`config.mk`:
```
export PLATFORM = sky130hd
export DESIGN_NAME = cfc_emit
export DESIGN_NICKNAME = d
export VERILOG_FILES = /design/src/rtl/core/cfc_pkg.sv /design/src/rtl/core/cfc_emit.sv
export SDC_FILE = /design/constraint.sdc
export NUM_CORES = 1
export LEC_CHECK = 0
export BUFFER_PORTS_ARGS = -buffer_cell sky130_fd_sc_hd__buf_2
export CAP_MARGIN = 20
export CORE_UTILIZATION = 51
export CTS_CLUSTER_DIAMETER = 50
export DETAILED_ROUTE_END_ITERATION = 10
export PLACE_DENSITY = 0.79
export RECOVER_POWER = 100
export SLEW_MARGIN = 30
export SYNTH_ARGS = -nofsm -noshare
export SYNTH_HDL_FRONTEND = slang
export SYNTH_SLANG_ARGS = --single-unit
```
`constraint.sdc`:
```
create_clock -name i_clk -period 3.2 [get_ports i_clk]
set_clock_uncertainty 0.2 [all_clocks]
set_input_delay 0.48 -clock i_clk [delete_from_list [all_inputs] [get_ports i_clk]]
set_output_delay 0.48 -clock i_clk [all_outputs]
set_load 0.005 [all_outputs]
```
`src/rtl/core/cfc_pkg.sv`:
```
// ----------------------------------------------------------------------------
// cfc_pkg: shared types and constants of the character class counter
// Item layouts, command and group codes, counter width and the control
// structs passed between the counter, store and result sequencer.
// ----------------------------------------------------------------------------
package cfc_pkg;

    localparam int NUM_CLASSES = 6;
    localparam int CNT_W       = 11;
    localparam int EPOCH_BITS  = 8;

    localparam logic [CNT_W-1:0] CNT_MAX = '1;

    localparam logic [1:0] CMD_LOAD = 2'd0;
    localparam logic [1:0] CMD_CHAR = 2'd1;
    localparam logic [1:0] CMD_EOL  = 2'd2;

    localparam logic [2:0] GRP_LINE = 3'd0;
    localparam logic [2:0] GRP_LAST = 3'd6;

    typedef logic [CNT_W-1:0] t_cnt;

    typedef struct packed {
        logic [1:0]  command;
        logic [15:0] code_point;
        logic [5:0]  class_bits;
    } t_in_item;

    typedef struct packed {
        logic [2:0] group;
        t_cnt       count;
        t_cnt       distinct;
        logic       last;
    } t_out_item;

    // Counter values of one finished line.
    typedef struct packed {
        t_cnt                   len;
        t_cnt                   ldist;
        t_cnt [NUM_CLASSES-1:0] ccnt;
        t_cnt [NUM_CLASSES-1:0] cdist;
    } t_snap;

    // Write-back request for the entry read by the item in the update stage.
    typedef struct packed {
        logic tbl_we;
        logic seen_we;
        logic line_end;
    } t_store_cmd;

    typedef struct packed {
        logic busy;
        logic epoch_last;
    } t_store_stat;

    function automatic t_cnt sat_inc(input t_cnt v);
        return (v == CNT_MAX) ? v : v + t_cnt'(1);
    endfunction

endpackage

```
`src/rtl/core/cfc_emit.sv`:
```
// ----------------------------------------------------------------------------
// cfc_emit: result sequencer
// Holds the counters of one finished line and sends them as seven result
// items, whole line first and the symbol class last.
// ----------------------------------------------------------------------------
module cfc_emit (
    input  logic               i_clk,
    input  logic               i_rst_n,
    input  logic               i_snap_load,
    input  cfc_pkg::t_snap     i_snap,
    output logic               o_snap_free,
    output logic               o_valid,
    input  logic               i_ready,
    output cfc_pkg::t_out_item o_item
);

    cfc_pkg::t_snap r_snap;
    logic           r_busy;
    logic [2:0]     r_grp;
    logic [2:0]     w_cls;

    assign o_snap_free = !r_busy;
    assign o_valid     = r_busy;
    assign w_cls       = r_grp - 3'd1;

    always_comb begin
        o_item.group = r_grp;
        o_item.last  = (r_grp == cfc_pkg::GRP_LAST);
        if (r_grp == cfc_pkg::GRP_LINE) begin
            o_item.count    = r_snap.len;
            o_item.distinct = r_snap.ldist;
        end else begin
            o_item.count    = r_snap.ccnt[w_cls];
            o_item.distinct = r_snap.cdist[w_cls];
        end
    end

    always_ff @(posedge i_clk) begin
        if (i_snap_load) begin
            r_snap <= i_snap;
        end
        if (!i_rst_n) begin
            r_busy <= 1'b0;
            r_grp  <= cfc_pkg::GRP_LINE;
        end else if (i_snap_load) begin
            r_busy <= 1'b1;
            r_grp  <= cfc_pkg::GRP_LINE;
        end else if (r_busy && i_ready) begin
            r_grp <= r_grp + 3'd1;
            if (r_grp == cfc_pkg::GRP_LAST) begin
                r_busy <= 1'b0;
            end
        end
    end

endmodule

```
==> out/metrics.yaml <==
status: "finished, violations left"
violations: "DRC"
muxShareOfSynthArea: 0.120
regArea_sq_mm: 0.00470
cts_max_path_buffers: 2
max_slew.worst_pin.slew_ps: 1460
h-tree-depth: 4
syn_area_sq_mm: 0.00606
rsz0062_at_grt: "false"
place_ws_ps: 550
diodes: 0
gp_congestion: 0.839
worstPathMaxFanout: 22
cp-start-kind: "flop"
ys_warn_count: 0
min_path_type: "primary input to flop"
cts_setup_buffers: 0
firstDrtPassIters: 7
synth_fp_nets: 471
synth_top_area_share: 0.763
peakVddDrop_uv: 533
grt_pass1_vias: 3840
final_area_sq_mm: 0.00774
nNetsFinal: 671
grt_pass1_wl_mm: 19.6
endpoint_kind: "output port"
start_util: 0.526
setup_violations: 0
clkLatencyLatePin_ps: 410
tritoncts: "yes"
hold_viol: 0
synth_area_leaders: "edfxtp_1, mux4_2, mux2i_1"
maxSlewViolCount: 0
min_from: "i_snap[27]"
rows: 39
synth_cells: 309
synthXorXnorAreaFrac: 0.00289
p_leak_uw: 0.00293
worstRegToRegCells: 5
numCtsBuffers: 17
drt_iter0_markers: 276
synth.avg_cell_area_sq_um: 19.6
gr-total-overflow: 0
synth_seq_cells: 158
min_period_ps: 3040
power.total_uw: 4780
layout_setup_ws_ps: 158
dp_cells: 633
powerDensity_mw_per_mm2: 618
via_count: 3574
placed_cell_area_sq_mm: 0.00720
synthSimpleGateAreaFrac: 0.0250
regToRegSetupSlack_ps: 1630
cts-root-buf: "clkbuf_16"
synth-adder-area-share: 0.00826
cp.arrival_ps: 2360
rr_startpoint: "r_grp[1]$_SDFFE_PP0P_"
grt_start_max_net_pins: 61
ant_nets: 0
die_h_microns: 111
hold-path-cell-count: 1
cp_data_required_time_ps: 2520
vias_per_cell: 5.37
clock-sinks: 158
cap_viol_max_count: 0
multiInputGateArea_sq_mm: 0.00126
fin_cells: 665
drive_gt1_frac: 0.443
yosys.area.top_type: "edfxtp_1"
wl_per_cell_microns: 18.6
areaGrowthSynthToFinish_pct: 27.8
final_cell_mix: "buf_2, edfxtp_1, nand2_1"
antenna_found_initial: 0
timing.rr.end: "r_grp[1]$_SDFFE_PP0P_"
max_slew_margin: 0.0279
port_buffers: 185
synth_top_family_by_area: "multiplexers"
timing.fmax_mhz: 329
track_usage: 0.218
drc: 14
die_x_microns: 111
routed_wl_mm: 12.4
dpl.hpwl_mm: 8.60
path_class: "flop to output port"
yosysSeqAreaShare: 0.777
fin_tns_setup_ps: 0
coreArea_sq_mm: 0.0115
cts.clk_slew.worst_paths_ps: 60
synth_cell_types: 27
ios: 186
holdPathEnd: "r_snap[27]$_DFFE_PP_"
dieArea_sq_mm: 0.0123
fin_crit_sh: 0.951
layout_commonest_cell: "buf_2"
nFillCells: 782
synth-compound-area-share: 0.0492
## cells by family after synthesis
logic type,after synthesis
mux,44
compound gates,48
fa+ha+maj,4
xor+xnor,2
flops,158
buf+inv,18
simple gates,35
## flip-flops by register name, summed over array words and instances (netlist names)
signal,count
r_grp,3
o_valid,1
r_snap,154
## area by class of cell
cell class	instances	share of cell area
Inverter	3	0.00145
Tap cell	143	0.0231
Timing Repair Buffer	196	0.127
Clock buffer	18	0.0554
Clock inverter	14	0.0218
Sequential cell	158	0.608
Multi-Input combinational cell	133	0.163
## cells in the mapped netlist
master / n
a21oi_1: 2
and2_1: 2
buf_12: 1
buf_2: 3
buf_4: 2
buf_6: 2
clkbuf_1: 7
dfxtp_1: 4
edfxtp_1: 154
ha_1: 4
inv_1: 3
mux2i_1: 22
mux4_1: 3
mux4_2: 19
nand2_1: 24
nand2b_1: 1
nand3_1: 2
nor2_1: 2
nor2b_1: 2
nor3_1: 1
nor3b_1: 1
o211ai_1: 22
o21a_1: 1
o21ai_0: 17
o21ai_1: 6
xnor2_1: 1
xor2_1: 1
## where the power goes
group / internal (uW) / switching [uW]
sequential: 2450 / 41.5
clock: 1230 / 771
combinational: 158 / 136
total: 3840 / 948
## timing repair
action / 4_1_cts / 5_1_grt
resized for setup: 0 / 1
setup endpoints to repair: 0 / 7
hold buffers: 0 / 0
## worst max-delay path, cell delays in order (launching register included)
cell and delay (ps):
dfxtp_1 370, inv_1 120, ha_1 250, nor3b_1 180
o21ai_4 650, o211ai_1 210, buf_2 170
## per-stage QoR
stage           util  hold WS (ps)
6_report       0.672          38.0
5_1_grt        0.672          13.9
4_1_cts        0.677          15.5
3_5_place_dp   0.625           317
3_3_place_gp   0.624           291
2_1_floorplan      -           296
## worst max path at each step
stage                          startpoint         end  slack, ps  cells after the start
finish              r_grp[0]$_SDFFE_PP0P_   o_item[9]        160                      6
global placement    r_grp[0]$_SDFFE_PP0P_  o_item[22]        430                      6
floorplan           r_grp[0]$_SDFFE_PP0P_  o_item[10]        670                      8
global route        r_grp[1]$_SDFFE_PP0P_   o_item[9]          7                      6
detailed placement  r_grp[0]$_SDFFE_PP0P_   o_item[5]        550                      6
CTS                 r_grp[0]$_SDFFE_PP0P_   o_item[5]         90                      6
## per-layer routing
layer | share of wire | vias to the layer above | GRT usage
li1 | - | 1648 | -
met1 | 0.39 | 1769 | 0.257
met2 | 0.53 | 135 | 0.373
met3 | 0.054 | 22 | 0.0519
met4 | 0.025 | 0 | 0.111
met5 | 0 | - | 0
Note: power is estimated with default switching activity, not from simulation.
