$ cat config.mk
export PLATFORM = sky130hd
export DESIGN_NAME = cfc_count
export DESIGN_NICKNAME = d
export VERILOG_FILES = /design/src/rtl/core/cfc_pkg.sv /design/src/rtl/core/cfc_count.sv
export SDC_FILE = /design/constraint.sdc
export NUM_CORES = 1
export LEC_CHECK = 0
export ABC_AREA = 0
export BUFFER_PORTS_ARGS = -buffer_cell sky130_fd_sc_hd__buf_4
export CORE_UTILIZATION = 35
export DETAILED_ROUTE_END_ITERATION = 10
export PLACE_DENSITY = 0.59
export SETUP_SLACK_MARGIN = 0.1
export SLEW_MARGIN = 10
export SYNTH_ARGS = -nofsm -noshare
export SYNTH_HDL_FRONTEND = slang
export SYNTH_SLANG_ARGS = --single-unit
$ cat constraint.sdc
create_clock -name i_clk -period 2.7 [get_ports i_clk]
set_input_delay 0.27 -clock i_clk [delete_from_list [all_inputs] [get_ports i_clk]]
set_output_delay 0.27 -clock i_clk [all_outputs]
set_load 0.005 [all_outputs]
$ cat src/rtl/core/cfc_pkg.sv
// ----------------------------------------------------------------------------
// cfc_pkg: shared types and constants of the character class counter
// Item layouts, command and group codes, counter width and the control
// structs passed between the counter, store and result sequencer.
// ----------------------------------------------------------------------------
package cfc_pkg;

    localparam int NUM_CLASSES = 6;
    localparam int CNT_W       = 11;
    localparam int EPOCH_BITS  = 8;

    localparam logic [CNT_W-1:0] CNT_MAX = '1;

    localparam logic [1:0] CMD_LOAD = 2'd0;
    localparam logic [1:0] CMD_CHAR = 2'd1;
    localparam logic [1:0] CMD_EOL  = 2'd2;

    localparam logic [2:0] GRP_LINE = 3'd0;
    localparam logic [2:0] GRP_LAST = 3'd6;

    typedef logic [CNT_W-1:0] t_cnt;

    typedef struct packed {
        logic [1:0]  command;
        logic [15:0] code_point;
        logic [5:0]  class_bits;
    } t_in_item;

    typedef struct packed {
        logic [2:0] group;
        t_cnt       count;
        t_cnt       distinct;
        logic       last;
    } t_out_item;

    // Counter values of one finished line.
    typedef struct packed {
        t_cnt                   len;
        t_cnt                   ldist;
        t_cnt [NUM_CLASSES-1:0] ccnt;
        t_cnt [NUM_CLASSES-1:0] cdist;
    } t_snap;

    // Write-back request for the entry read by the item in the update stage.
    typedef struct packed {
        logic tbl_we;
        logic seen_we;
        logic line_end;
    } t_store_cmd;

    typedef struct packed {
        logic busy;
        logic epoch_last;
    } t_store_stat;

    function automatic t_cnt sat_inc(input t_cnt v);
        return (v == CNT_MAX) ? v : v + t_cnt'(1);
    endfunction

endpackage

$ cat src/rtl/core/cfc_count.sv
// ----------------------------------------------------------------------------
// cfc_count: update stage and line counters
// Takes the memory read data of the item in flight, forms the write-back,
// updates the saturating counters and hands finished lines to the output.
// ----------------------------------------------------------------------------
module cfc_count #(
    parameter int MAX_LINE = 1024
) (
    input  logic                i_clk,
    input  logic                i_rst_n,
    input  logic                i_accept,
    input  cfc_pkg::t_in_item   i_item,
    input  logic [5:0]          i_rd_class,
    input  logic                i_rd_seen,
    input  logic                i_epoch_last,
    input  logic                i_snap_free,
    output cfc_pkg::t_store_cmd o_cmd,
    output logic [5:0]          o_tbl_data,
    output logic                o_snap_load,
    output cfc_pkg::t_snap      o_snap,
    output logic                o_stall
);

    logic              r_s1_valid;
    cfc_pkg::t_in_item r_s1_item;
    cfc_pkg::t_snap    r_cnt;
    cfc_pkg::t_snap    n_cnt;

    logic w_eol;
    logic w_hold;
    logic w_full;
    logic w_first;

    assign w_eol   = r_s1_valid && (r_s1_item.command == cfc_pkg::CMD_EOL);
    assign w_hold  = w_eol && !i_snap_free;
    assign o_stall = w_hold || (w_eol && i_epoch_last);
    assign w_full  = 32'(r_cnt.len) >= 32'(MAX_LINE);
    assign w_first = !i_rd_seen;

    assign o_tbl_data = i_rd_class | r_s1_item.class_bits;
    assign o_snap     = r_cnt;

    always_comb begin
        n_cnt          = r_cnt;
        o_cmd.tbl_we   = 1'b0;
        o_cmd.seen_we  = 1'b0;
        o_cmd.line_end = 1'b0;
        o_snap_load    = 1'b0;
        if (r_s1_valid) begin
            case (r_s1_item.command)
                cfc_pkg::CMD_LOAD: begin
                    o_cmd.tbl_we = 1'b1;
                end
                cfc_pkg::CMD_CHAR: begin
                    if (!w_full) begin
                        o_cmd.seen_we = 1'b1;
                        n_cnt.len     = cfc_pkg::sat_inc(r_cnt.len);
                        if (w_first) begin
                            n_cnt.ldist = cfc_pkg::sat_inc(r_cnt.ldist);
                        end
                        for (int k = 0; k < cfc_pkg::NUM_CLASSES; k++) begin
                            if (i_rd_class[k]) begin
                                n_cnt.ccnt[k] = cfc_pkg::sat_inc(r_cnt.ccnt[k]);
                                if (w_first) begin
                                    n_cnt.cdist[k] = cfc_pkg::sat_inc(r_cnt.cdist[k]);
                                end
                            end
                        end
                    end
                end
                cfc_pkg::CMD_EOL: begin
                    if (!w_hold) begin
                        o_snap_load    = 1'b1;
                        o_cmd.line_end = 1'b1;
                        n_cnt          = '0;
                    end
                end
                default: begin
                end
            endcase
        end
    end

    always_ff @(posedge i_clk) begin
        if (i_accept) begin
            r_s1_item <= i_item;
        end
        if (!i_rst_n) begin
            r_s1_valid <= 1'b0;
            r_cnt      <= '0;
        end else begin
            r_s1_valid <= i_accept || w_hold;
            r_cnt      <= n_cnt;
        end
    end

endmodule

==> impl_metrics.env <==
export IMPL_status="completed"
export IMPL_rr_endpoint="o_snap[64]"
export IMPL_cp_required_ns=2.43
export IMPL_p_switching_uw=1310
export IMPL_period_minus_slack_ns=2.37
export IMPL_slew_viol_final=0
export IMPL_port_buffers=184
export IMPL_io_pin_count=201
export IMPL_critPathArrivalTime_ns=2.10
export IMPL_clkPwrFrac=0.481
export IMPL_yosysMostFrequentCell="dfxtp_1"
export IMPL_clock_latency_ns=0.43
export IMPL_synthFlopType="dfxtp_1"
export IMPL_reg2reg_depth=6
export IMPL_fin_skew_ns=0.0104
export IMPL_totalWireLength_um=27100
export IMPL_crit_path_end_kind="primary output"
export IMPL_tightest_slew_ns=0.990
export IMPL_postLayoutCellArea_um2=11000
export IMPL_worst_slack_ns=0.327
export IMPL_ys_ff_latch=163
export IMPL_critPathKind="reg2out"
export IMPL_fillCellCount=2372
export IMPL_hp_start="i_item[1]"
export IMPL_async_flop_share=0
export IMPL_powerDensity_nw_per_um2=501
export IMPL_layout_nets=1263
export IMPL_yosysWarnings=0
export IMPL_p_comb_frac=0.073
export IMPL_die_y_um=158
export IMPL_vias=8685
export IMPL_dieArea_um2=25100
export IMPL_timing_slew_headroom=0.337
export IMPL_syn2layout_area_growth_pct=28.5
export IMPL_synth_top_cell_area_share=0.362
export IMPL_grt_max_degree=35
export IMPL_antenna_left=0
export IMPL_synth_edf_count=8
export IMPL_r2r_setup_slack_ns=0.35
export IMPL_hpwl_um=19100
export IMPL_post_place_ws_ns=0.291
export IMPL_antenna_found_initial=3
export IMPL_setup_violations_final=0
export IMPL_seqPwrFrac=0.446
export IMPL_cts_sinks=163
export IMPL_grt_overflow_total=0
export IMPL_gp_congestion=0.868
export IMPL_ys_types=97
export IMPL_start_util=0.361
export IMPL_yosysTopAreaCell="dfxtp_1"
export IMPL_start_kind="flop"
export IMPL_via_per_inst=5.61
export IMPL_coreArea_um2=23800
export IMPL_syn_area_um2=8570
export IMPL_grt_pass1_wl_um=43300
export IMPL_dr_first_iter_drc_count=697
export IMPL_die_w_um=158
export IMPL_cts_tree="yes"
export IMPL_rsz0062_at_grt="no"
export IMPL_placed_cell_area_um2=10300
export IMPL_synth_commonest_cells="dfxtp_1 (155), nand2_1 (109), nor2_1 (89), o21ai_0 (68), nand3_1 (65)"
export IMPL_ir_drop_uv=299
export IMPL_htreeDepth=4
export IMPL_cp_max_fo=9
export IMPL_setup_worst_path_start="r_s1_item[23]"
export IMPL_syn_nets=1086
export IMPL_cts_root_buf="clkbuf_16"
export IMPL_max_freq_mhz=421
export IMPL_post_route_cells_drive_above_1_share=0.238
export IMPL_p_int_uw=4200
export IMPL_wire_per_inst_um=17.5
export IMPL_hold_class="in2reg"
export IMPL_fin_util=0.463
export IMPL_route_detailed_drc=0
export IMPL_grt_pass1_vias=7993
export IMPL_clkTransAtPathRegs_ns=0.06
export IMPL_fin_crit_sh=0.879
export IMPL_num_rows=56
export IMPL_grt_use_total=0.220
export IMPL_cts_buffer_depth=2
export IMPL_maxCapViolCount=0
export IMPL_p_sw_frac=0.237
export IMPL_reg2reg_from="r_s1_item[23]"
export IMPL_syn_avg_cell_area_um2=8.27
export IMPL_ys_top_cells_by_area="dfxtp_1 (36%), nand2_1 (4.8%), o21ai_0 (4.0%), nor2_1 (3.9%), nand3_1 (3.8%)"
export IMPL_power_leakage_uw=0.00420
export IMPL_fin_setup_tns_ns=0
export IMPL_critPathCapture="o_stall"
export IMPL_drtPass1Iterations=5
export IMPL_postSynthCellCount=1036
export IMPL_hold_viol=0
export IMPL_numCtsBuffers=17
export IMPL_synth_seq_area_share=0.390
## critical path: stages, from the launching register on
cell and delay (ns):
edfxtp_1 0.49, buf_4 0.22, nor2b_4 0.35, buf_4 0.24
nand2_1 0.09, a21oi_1 0.15, buf_4 0.15
## cell type report
type                       instances  area [µm²]  area share
antenna                            3        7.51    0.000682
clock inverter                    10         143      0.0130
inverter                          23        91.3     0.00830
timing repair buffer             211        1600       0.146
tap                              319         399      0.0363
sequential                       163        3340       0.304
multi-input combinational        797        4910       0.446
clock buffer                      22         507      0.0460
## kinds of logic (layout without fill, tap and decap cells)
| logic type | after synthesis | in the layout | share of synthesized area |
|---|---|---|---|
| flops | 163 | 163 | 0.390 |
| simple gates | 468 | 468 | 0.291 |
| compound gates | 295 | 295 | 0.237 |
| buf+inv | 76 | 266 | 0.0383 |
| mux | 13 | 13 | 0.0161 |
| xor+xnor | 7 | 7 | 0.00716 |
| fa+ha+maj | 14 | 14 | 0.0205 |
| other cells | 0 | 3 | 0 |
## registers in the layout (all words and copies together) (netlist names)
name	cells
o_snap	154
r_s1_item	8
r_s1_valid	1
## layout by cell type (no fill, tap or decap), types with 19 or more instances in the layout
cell / count
buf_4: 207
dfxtp_1: 155
nand2_1: 109
nor2_1: 89
o21ai_0: 68
nand3_1: 65
a21oi_1: 55
nor3_1: 32
nand4_1: 28
and3_1: 25
inv_1: 21
o211ai_1: 20
o31ai_1: 20
clkbuf_16: 19
## per-stage QoR
| step | cells | hold WS [ns] | power, µW |
|---|---|---|---|
| 6_report | 1548 | 0.0197 | 5510 |
| 4_1_cts | 1543 | 0.000143 | 5570 |
| 5_1_grt | 1547 | 0.000420 | 5720 |
| 3_3_place_gp | 1510 | 0.449 | 2900 |
| 2_1_floorplan | 1036 | 0.369 | 2740 |
| 3_5_place_dp | 1510 | 0.450 | 2910 |
## how the worst min path moves through the flow
stage                   endpoint  slack, ns  cells after the start
floorplan           r_s1_item[0]       0.37                      0
global placement    r_s1_item[1]       0.45                      1
detailed placement  r_s1_item[5]       0.45                      1
CTS                 r_s1_item[4]     0.0001                      1
global route        r_s1_item[1]     0.0004                      1
finish              r_s1_item[1]       0.02                      1
## repair_timing
action	in CTS	in global routing
gates resized for setup	0	1
buffers inserted	0	0
hold buffers	1	2
hold endpoints to repair	1	2
endpoints found under the setup margin	0	1
## layer usage
layer	up-vias	share of wire	global-route usage
li1	4258	-	-
met1	4138	0.46	0.299
met2	270	0.46	0.348
met3	19	0.065	0.0533
met4	0	0.011	0.0559
met5	-	0	0
## power by group through the flow
stage / combinational (µW) / clock (µW) / sequential [µW]
finish: 400 / 2650 / 2460
detailed placement: 396 / 0 / 2510
CTS: 398 / 2720 / 2460
global placement: 393 / 0 / 2510
global route: 435 / 2830 / 2460
floorplan: 231 / 0 / 2510
Power figures use the tool's default switching activity.
